<file path="src/hw/rtl/abrl_pkg.sv">
// Package: shared constants, codes and types of the alert budget rate limiter.
`default_nettype none
package abrl_pkg;
    localparam int DEF_RING_DEPTH = 128;

    localparam int STAMP_W  = 64;
    localparam int OP_W     = 2;
    localparam int LEVEL_W  = 2;
    localparam int MODE_W   = 2;
    localparam int BUDGET_W = 7;
    localparam int S_DATA_W = 72;
    localparam int M_DATA_W = 8;

    localparam logic [BUDGET_W-1:0] BUDGET_RESET = 7'd10;
    localparam logic [21:0]         HOUR_MS      = 22'd3600000;

    localparam logic [OP_W-1:0] OP_DECIDE = 2'd0;
    localparam logic [OP_W-1:0] OP_NOTE   = 2'd1;
    localparam logic [OP_W-1:0] OP_CLEAR  = 2'd2;

    localparam logic [LEVEL_W-1:0] LVL_ALERT   = 2'd0;
    localparam logic [LEVEL_W-1:0] LVL_AMBIENT = 2'd1;

    localparam logic [MODE_W-1:0] MODE_ALERT   = 2'd0;
    localparam logic [MODE_W-1:0] MODE_AMBIENT = 2'd1;
    localparam logic [MODE_W-1:0] MODE_DIGEST  = 2'd2;

    typedef struct packed {
        logic clr;
        logic en;
    } abrl_scan_ctl_t;
endpackage
`default_nettype wire

</file>
<file path="src/hw/rtl/abrl_recent_unit.sv">
// Shared recent-stamp compare and hit counter, one stamp per cycle.
`default_nettype none
module abrl_recent_unit
    import abrl_pkg::*;
#(
    parameter int CNT_W = 8
) (
    input  wire logic                clk,
    input  wire abrl_scan_ctl_t      ctl,
    input  wire logic [STAMP_W-1:0]  now,
    input  wire logic [STAMP_W-1:0]  stamp,
    output logic      [CNT_W-1:0]    count
);
    logic [CNT_W-1:0]   count_reg;
    logic [CNT_W-1:0]   count_next;
    logic [STAMP_W:0]   diff;
    logic               recent;

    // exact signed difference, future stamps are negative and count as recent
    assign diff   = {now[STAMP_W-1], now} - {stamp[STAMP_W-1], stamp};
    assign recent = $signed(diff) < $signed({{(STAMP_W+1-22){1'b0}}, HOUR_MS});

    always_comb begin
        count_next = count_reg;
        if (ctl.clr) begin
            count_next = '0;
        end else if (ctl.en && recent) begin
            count_next = count_reg + 1'b1;
        end
    end

    always_ff @(posedge clk) begin
        count_reg <= count_next;
    end

    assign count = count_reg;
endmodule
`default_nettype wire

</file>
<file path="config.mk">
export PLATFORM = sky130hd
export DESIGN_NAME = abrl_recent_unit
export DESIGN_NICKNAME = d
export VERILOG_FILES = /design/src/hw/rtl/abrl_pkg.sv /design/src/hw/rtl/abrl_recent_unit.sv
export SDC_FILE = /design/constraint.sdc
export NUM_CORES = 1
export LEC_CHECK = 0
export BUFFER_PORTS_ARGS = -buffer_cell sky130_fd_sc_hd__buf_2
export CAP_MARGIN = 20
export CORE_MARGIN = 2
export CORE_UTILIZATION = 40
export CTS_CLUSTER_SIZE = 24
export DETAILED_ROUTE_END_ITERATION = 12
export HOLD_SLACK_MARGIN = 0.02
export PLACE_DENSITY = 0.68
export RECOVER_POWER = 100
export SETUP_SLACK_MARGIN = 0.4
export SYNTH_ARGS = -nofsm -noshare
export SYNTH_HDL_FRONTEND = slang
export SYNTH_SLANG_ARGS = --single-unit
</file>
<file path="constraint.sdc">
create_clock -name clk -period 3.71 [get_ports clk]
set_clock_uncertainty 0.05 [all_clocks]
set_input_delay 0.371 -clock clk [delete_from_list [all_inputs] [get_ports clk]]
set_output_delay 0.371 -clock clk [all_outputs]
set_load 0.02 [all_outputs]
</file>
# After elaboration in Yosys (flattened, before gate mapping)
# Cells that the tools add are included.
[totals]
regBits = 8
inputBits = 131
[op_classes]
addsub = 2
order_cmp = 1
reduce_logical = 1
[ops]
columns = ["op", "count"]
rows = [
  ["$lt A65 B23 Y1 const B", 1],
  ["$sub A64 B64 Y65", 1],
  ["$add A8 B1 Y8 const B", 1],
  ["$logic_and A1 B1 Y1", 1],
]

# Logic depth before layout (Yosys ltp)
# Gate-level depths: netlist (run 1).
[logic_depth]
depth_word = 3
depth_mapped = 16
mapped_depth_nobuf = 15

# Least setup slack after synthesis (run 1)
# OpenSTA, ideal clock, no wires.
[synth_timing]
path_type = "input to register"
from = "input stamp[7]"
to = "register count_reg[4] (netlist: count[4])"
setup_time_ns = 0.123
arrival_ns = 3.730
slack_ns = -0.193
cell_stages = 15
path_cell_list = "inv_1 ha_1 a21o_1 a221o_1 a21oi_4 a211oi_2 a211oi_4 o31ai_2 or4_1 a41oi_2 nand4_1 or4_4 nand2_4 nand4_1 mux2_1"
[synth_between]
elab_chain_cells = 3
[synth_lines]
columns = ["element", "line", "source"]
rows = [
  ["start, declared", "abrl_recent_unit.sv:11", "input wire logic [STAMP_W-1:0] stamp,"],
  ["$sub A64 B64 Y65", "abrl_recent_unit.sv:20", "assign diff = {now[STAMP_W-1], now} - {stamp[STAMP_W-1], stamp};"],
  ["$lt A65 B23 Y1", "abrl_recent_unit.sv:21", "assign recent = $signed(diff) < $signed({{(STAMP_W+1-22){1'b0}}, HOUR_MS});"],
  ["$logic_and A1 B1 Y1", "abrl_recent_unit.sv:27", "end else if (ctl.en && recent) begin"],
  ["end signal, assigned", "abrl_recent_unit.sv:33", "count_reg <= count_next;"],
  ["end, declared", "abrl_recent_unit.sv:14", "logic [CNT_W-1:0] count_reg;"],
]
# No other way between the ends.
# A chain may end at the register's enable or synchronous reset.

# Final worst setup path (run 1)
[layout_timing]
from = "input now[4]"
to = "register count_reg[5] (netlist: count[5])"
[layout_between]
elab_chain_cells = 3
[layout_lines]
columns = ["element", "line", "source"]
rows = [
  ["start, declared", "abrl_recent_unit.sv:10", "input wire logic [STAMP_W-1:0] now,"],
  ["$sub A64 B64 Y65", "abrl_recent_unit.sv:20", ""],
  ["$lt A65 B23 Y1", "abrl_recent_unit.sv:21", ""],
  ["$logic_and A1 B1 Y1", "abrl_recent_unit.sv:27", ""],
]
# No other way between the ends.

==> reports/qor.yml, run 1 <==
clocking:
  cts_tree: "yes"
  cts_hold_buf: 0
  numClockSinks: 8
  cts_root_buffer: "clkbuf_16"
  cts_inserted_buffers: 3
  insertion_delay_ns: 0.24
  clockBufferDepth: 2
  clk_pin_slew_ns: 0.03
  cts-htree-levels: 1
synthesis:
  synthCells: 837
  synth_area_um2: 5420
  yosysTopAreaCell: "ha_1"
  syn_area_per_cell_um2: 6.47
  synth_top_cell_area_share: 0.148
  synth_ff_type: "dfxtp_1"
  synth_nets: 1032
  synthDistinctLibCells: 88
  yosysSeqAreaShare: 0.0296
  yosys_register_bits: 8
  yosysWarnings: 0
  async_flop_share: 0
  synth_enable_flop_cells: 0
  synth_area_leaders: "ha_1 (15%), a21oi_1 (8.7%), nand2_1 (6.8%)"
worst_hold_path:
  min-delay-start: "ctl[1]"
  whs_path_depth: 2
  holdCritPathClass: "in2reg"
  min_to: "count[0]$_SDFFE_PP0P_"
floorplan:
  coreArea_um2: 13200
  start_util: 0.409
  ios: 139
  die_y_um: 120
  die-area_um2: 14500
  rows: 42
  die_w_um: 120
worst_setup_path:
  critPathRequiredTime_ns: 3.78
  rr_worst_depth: 4
  crit_chain: "buf_2 -> ha_1 -> and3_4 -> and2_1 -> a211o_1 -> and3b_1 -> nor2_4 -> buf_4 -> a21oi_1 -> or3_1 -> a21oi_1 -> o2111ai_1 -> or4_4 -> nand2_4 -> nand4_1 -> mux2_4"
  end_kind: "flop"
  critPathKind: "in2reg"
  worstPathMaxFanout: 6
  max_stage_delay_ns: 0.54
  crit_top_cell: "a21oi_1"
  reg2reg_setup_slack_ns: 2.28
  timing.rr.end: "count[6]$_SDFFE_PP0P_"
  reg2reg_from: "count[0]$_SDFFE_PP0P_"
  arrival_ns: 4.02
  startpoint_type: "primary input"
  cpMaxStageDelayCell: "or4_4"
layout:
  final_util: 0.731
  diodes: 0
  area_growth_pct: 78.8
  largest_reg_flops: 8
  final_cell_count_no_fill: 1453
  drive_above_1_share: 0.491
  nNetsFinal: 1474
placement:
  dpl.hpwl_mm: 19.3
  dpl.cell_count: 1426
  port_buffers: 138
  gp_congestion: 0.973
drt:
  routedWlPerCell_um: 16.7
  drt-pass1-iter-count: 5
  antenna_left: 0
  drc: 0
  wirelength_mm: 24.3
  vias: 8211
  drtIter0Drc: 633
  vias_per_cell: 5.65
global_route:
  antenna_found_initial: 0
  use_met3: 0.0292
  grt_most_used_layer: "met2"
  first_global_vias: 7763
  grt.total_usage: 0.315
  gr-usage-met1: 0.417
  gr-total-overflow: 0
  use_met2: 0.531
  grt_max_degree: 14
  grt_pass1_wl_mm: 37.3
outcome:
  violations: "setup timing"
  status: "complete, but fails checks"
sta:
  hold_slack_ns: 0.412
  min_period_ns: 3.96
  rsz0062_at_grt: "yes"
  fin_crit_sh: 1.07
  worst_pin_slew_ns: 0.662
  timing.fmax_ghz: 0.253
  slew_headroom: 0.554
  setup_ws_ns: -0.245
  finalSetupViolations: 8
  hold_viol: 0
  slew_violations: 0
pwr:
  p_total_mw: 1.95
  leakage_nw: 4.53
  ir_drop_uv: 128
  power_density_nw_per_um2: 201
job:
  cap_violations: 0
-- critical path, delay by kind of cell --
kind	cells	cell delay, ns
simple gates	8	1.92
compound gates	4	0.84
fa+ha+maj	1	0.34
mux	1	0.32
buf+inv	2	0.24
-- power breakdown --
group          leakage, nW  switching, mW  internal [mW]
registers           0.0646        0.00214         0.0881
clock network       0.0370         0.0443          0.139
logic                 4.43          0.846          0.827
total                 4.53          0.892           1.05
-- stage by stage --
stage                     setup slack [ns]  area (µm²)  TNS [ns]
after global routing                -0.405        9690     -2.80
after floorplan                     -0.164        5450    -0.625
final                               -0.245        9690     -1.53
after CTS                           -0.137        9270    -0.588
after detailed placement            -0.615        8450     -4.07
after global placement              -0.536        8450     -3.51
-- synthesized netlist by cell type, types with 4 or more instances --
master / instances
nand2_1: 98
a21oi_1: 94
inv_1: 75
nor2_1: 72
ha_1: 64
o21ai_0: 61
nand4_1: 31
nor3_1: 20
nand3_1: 19
a21o_1: 17
nor4_1: 17
xor2_1: 15
a31oi_1: 12
o21a_1: 12
xnor2_1: 12
a211oi_1: 10
and3_1: 10
buf_2: 9
o21ai_1: 9
and4_1: 8
dfxtp_1: 8
nand2b_1: 8
buf_4: 7
nor2b_1: 7
or3_1: 7
o2111ai_1: 6
o211ai_1: 6
o21bai_1: 6
or4_1: 6
a21boi_0: 5
buf_6: 5
a221oi_1: 4
and2_1: 4
clkbuf_1: 4
mux2_1: 4
o221ai_1: 4
o31ai_1: 4
-- what timing repair did --
item	4_1_cts	5_1_grt
setup buffers	14	10
pin swaps	19	22
gates cloned	0	0
gates resized for setup	114	74
setup endpoints to repair	8	8
-- metal layers --
layer | up-vias | wire length [µm]
li1 | 4024 | -
met1 | 3739 | 10200
met2 | 372 | 11300
met3 | 76 | 1890
met4 | 0 | 884
met5 | - | 0
-- logic make-up after synthesis --
logic type,Yosys count,synth area share
and+or+nand+nor,327,0.306
AOI/OAI and AO/OA,297,0.365
buffers and inverters,105,0.0898
adders and majority gates,64,0.148
xor gates and xnor gates,27,0.0436
muxes,9,0.0182
DFF,8,0.0296
-- cell usage in the layout (no fill, tap or decap), types with 5 or more instances in the layout --
cell	synthesis	final
o21bai_1	6	6
o21a_1	12	10
nor2_1	72	66
ha_4	0	29
o211ai_1	6	6
ha_1	64	34
buf_6	5	18
nand2_2	0	8
buf_2	9	126
nand3_1	19	16
nand2_1	98	87
nand2b_1	8	8
xnor2_1	12	12
nor2_2	0	5
a21o_1	17	17
a21oi_1	94	75
clkbuf_1	4	7
nor4_2	2	6
and4_1	8	7
o2111ai_1	6	6
a31oi_2	0	5
nand4_1	31	31
xor2_1	15	15
a31oi_1	12	5
buf_4	7	316
a211oi_1	10	7
nor3_1	20	14
o21ai_1	9	18
inv_1	75	69
or3_1	7	6
dfxtp_1	8	8
nor2b_1	7	7
a21oi_2	0	19
o21ai_0	61	48
and3_1	10	7
nor4_1	17	9
-- worst max path at each step --
stage	slack [ns]	end	start
3_3_place_gp	-0.54	count[5]$_SDFFE_PP0P_	now[15]
6_report	-0.25	count[5]$_SDFFE_PP0P_	now[4]
5_1_grt	-0.40	count[5]$_SDFFE_PP0P_	stamp[4]
2_1_floorplan	-0.16	count[4]$_SDFFE_PP0P_	now[8]
4_1_cts	-0.14	count[4]$_SDFFE_PP0P_	stamp[6]
3_5_place_dp	-0.62	count[4]$_SDFFE_PP0P_	now[5]
-- layout make-up --
cell class,count,area (µm²)
clock buffers,3,75.1
well taps,176,220
repair buffers,467,3230
flip-flops and latches,8,160
multi-input cells,724,5710
inverters,75,292
fillers,1083,3560
(Power assumes the default switching activity.)
==> run 2, diff against run 1 <==
--- a/config.mk
+++ b/config.mk
@@ -12,9 +12,10 @@
 export CTS_CLUSTER_SIZE = 24
 export DETAILED_ROUTE_END_ITERATION = 12
 export HOLD_SLACK_MARGIN = 0.02
-export PLACE_DENSITY = 0.68
+export PLACE_DENSITY = 0.65
 export RECOVER_POWER = 100
 export SETUP_SLACK_MARGIN = 0.4
+export SKIP_CTS_REPAIR_TIMING = 1
 export SYNTH_ARGS = -nofsm -noshare
 export SYNTH_HDL_FRONTEND = slang
 export SYNTH_SLANG_ARGS = --single-unit
==> run 2 against run 1 <==
  * The run still ends with setup timing left
  * Critical path depth is 1 higher
  * Core utilization is 1.7 points lower
  * Register-to-register slack better by 0.03 ns
  * Critical path type unchanged
  * Setup slack better by 0.011 ns
  * Worst hold slack better by 0.015 ns
  * Clock-buffer cell count stayed put
  * Largest power group unchanged
  * Largest cell class unchanged
  * Cell count is 0.69% lower
  * Clock power is 3% lower
  * Maximum frequency is 0.28% higher
  * Sequential share of layout area hardly changed
  * First-iteration DRC count is 5.7% higher
  * Critical endpoint unchanged
  * Sequential power hardly changed
==> reports/qor.yml, run 2 (synthesis gave the netlist of run 1 again) <==
global_route:
  grt.total_usage: 0.301
  grt_pass1_wl_mm: 35.6
  gr-total-overflow: 0
  first_global_vias: 7347
  grt_max_degree: 14
  antenna_found_initial: 0
worst_setup_path:
  path_buf_inv: 3
  timing.rr.end: "count[6]$_SDFFE_PP0P_"
  rr_worst_depth: 4
  crit_top_cell: "nand4_1"
  worstPathMaxFanout: 6
  critPathRequiredTime_ns: 3.77
  arrival_ns: 4.01
  critPathKind: "in2reg"
  crit_chain: "buf_2 -> inv_1 -> ha_1 -> nand2_1 -> o21ai_1 -> a22oi_1 -> and4_1 -> a211o_1 -> a2111oi_2 -> buf_4 -> mux2_2 -> o21a_1 -> nand4_1 -> or4_4 -> nand2_4 -> nand4_1 -> mux2_4"
  cp_top_family: "compound AO/OA/AOI/OAI gates"
  reg2reg_setup_slack_ns: 2.31
  end_kind: "flop"
  reg2reg_from: "count[1]$_SDFFE_PP0P_"
  cpMaxStageDelayCell: "or4_4"
  startpoint_type: "primary input"
  max_stage_delay_ns: 0.46
layout:
  layout_commonest_cell: "buf_4"
  final_cell_count_no_fill: 1443
  area_growth_pct: 74.5
  drive_above_1_share: 0.482
  diodes: 0
  nNetsFinal: 1464
  multi_input_area_um2: 5610
  stdcell_area_um2: 9460
  final_cell_mix: "buf_4 (314), buf_2 (131), nand2_1 (92)"
  largest_reg_flops: 8
  fill_cells: 1165
  register_area_um2: 160
worst_hold_path:
  min-delay-start: "ctl[1]"
  whs_path_depth: 2
  min_to: "count[2]$_SDFFE_PP0P_"
  holdCritPathClass: "in2reg"
placement:
  dpl_cell_area_um2: 8460
  gp_congestion: 0.985
  dpl.hpwl_mm: 20.2
  dpl.cell_count: 1428
  port_buffers: 138
floorplan:
  coreArea_um2: 13200
  die_w_um: 120
  die-area_um2: 14500
  die_y_um: 120
  start_util: 0.409
  ios: 139
  rows: 42
pwr:
  ir_drop_uv: 112
  p_total_mw: 1.90
  power_density_nw_per_um2: 201
  leakage_nw: 4.43
drt:
  vias_per_cell: 5.61
  drt-pass1-iter-count: 5
  vias: 8089
  routedWlPerCell_um: 16.8
  antenna_left: 0
  wirelength_mm: 24.2
  drtIter0Drc: 669
  drc: 0
job:
  cap_violations: 0
sta:
  timing.fmax_ghz: 0.254
  fin_crit_sh: 1.06
  setup_ws_ns: -0.234
  slew_headroom: 0.577
  slew_violations: 0
  min_period_ns: 3.94
  worst_pin_slew_ns: 0.628
  rsz0062_at_grt: "yes"
  hold_slack_ns: 0.427
  hold_viol: 0
  finalSetupViolations: 8
clocking:
  cts_root_buffer: "clkbuf_16"
  cts_inserted_buffers: 3
  clk_pin_slew_ns: 0.04
  insertion_delay_ns: 0.23
  clockBufferDepth: 2
  cts-htree-levels: 1
  numClockSinks: 8
  cts_tree: "yes"
outcome:
  violations: "setup timing"
  status: "complete, but fails checks"
## run 2: changes by cell type in the layout (fill, tap and decap cells not counted), sizes merged
| cell | delta |
|---|---|
| inv | -1 |
| buf | -9 |
| clkinv | +1 |
| clkbuf | -1 |
## run 2: where the power goes
group	internal [mW]	leakage (nW)	total, mW	switching [mW]
registers	0.0881	0.0646	0.0901	0.00201
logic	0.794	4.33	1.63	0.835
clock network	0.139	0.0370	0.178	0.0393
total	1.02	4.43	1.90	0.877
## run 2: worst max path at each step
stage / start / endpoint / slack, ns / cells after the start
after floorplan: now[8] / count[4]$_SDFFE_PP0P_ / -0.16 / 15
after global placement: now[15] / count[4]$_SDFFE_PP0P_ / -0.61 / 16
after detailed placement: stamp[5] / count[5]$_SDFFE_PP0P_ / -0.72 / 16
after CTS: stamp[5] / count[5]$_SDFFE_PP0P_ / -0.51 / 16
after global routing: stamp[11] / count[5]$_SDFFE_PP0P_ / -0.36 / 16
final: stamp[13] / count[5]$_SDFFE_PP0P_ / -0.23 / 17
## run 2: cell type report
cell class | count | share of cell area
Multi-Input combinational cell | 724 | 0.593
Timing Repair Buffer | 457 | 0.328
Inverter | 75 | 0.0303
Tap cell | 176 | 0.0233
Sequential cell | 8 | 0.0169
Clock buffer | 3 | 0.00794
## run 2: layer usage
| layer | part of all wire | GRT usage | vias up | routed length [µm] |
|---|---|---|---|---|
| li1 | - | - | 3989 | - |
| met1 | 0.45 | 0.423 | 3739 | 10900 |
| met2 | 0.46 | 0.503 | 325 | 11200 |
| met3 | 0.065 | 0.0278 | 36 | 1570 |
| met4 | 0.019 | 0.0560 | 0 | 459 |
| met5 | 0 | 0 | - | 0 |
## run 2: worst register-to-register path, cell delays in order (launching register included)
cell     delay, ns
dfxtp_1       0.39
ha_1          0.23
and4_1        0.20
nand3_1       0.10
mux2_4        0.31
## run 2: per-stage QoR
stage | setup TNS, ns | worst slack (ns) | util
detailed placement | -4.48 | -0.718 | 0.639
CTS | -2.80 | -0.505 | 0.645
floorplan | -0.625 | -0.164 | -
finish | -1.13 | -0.234 | 0.714
global placement | -4.12 | -0.610 | 0.639
global route | -2.11 | -0.362 | 0.714
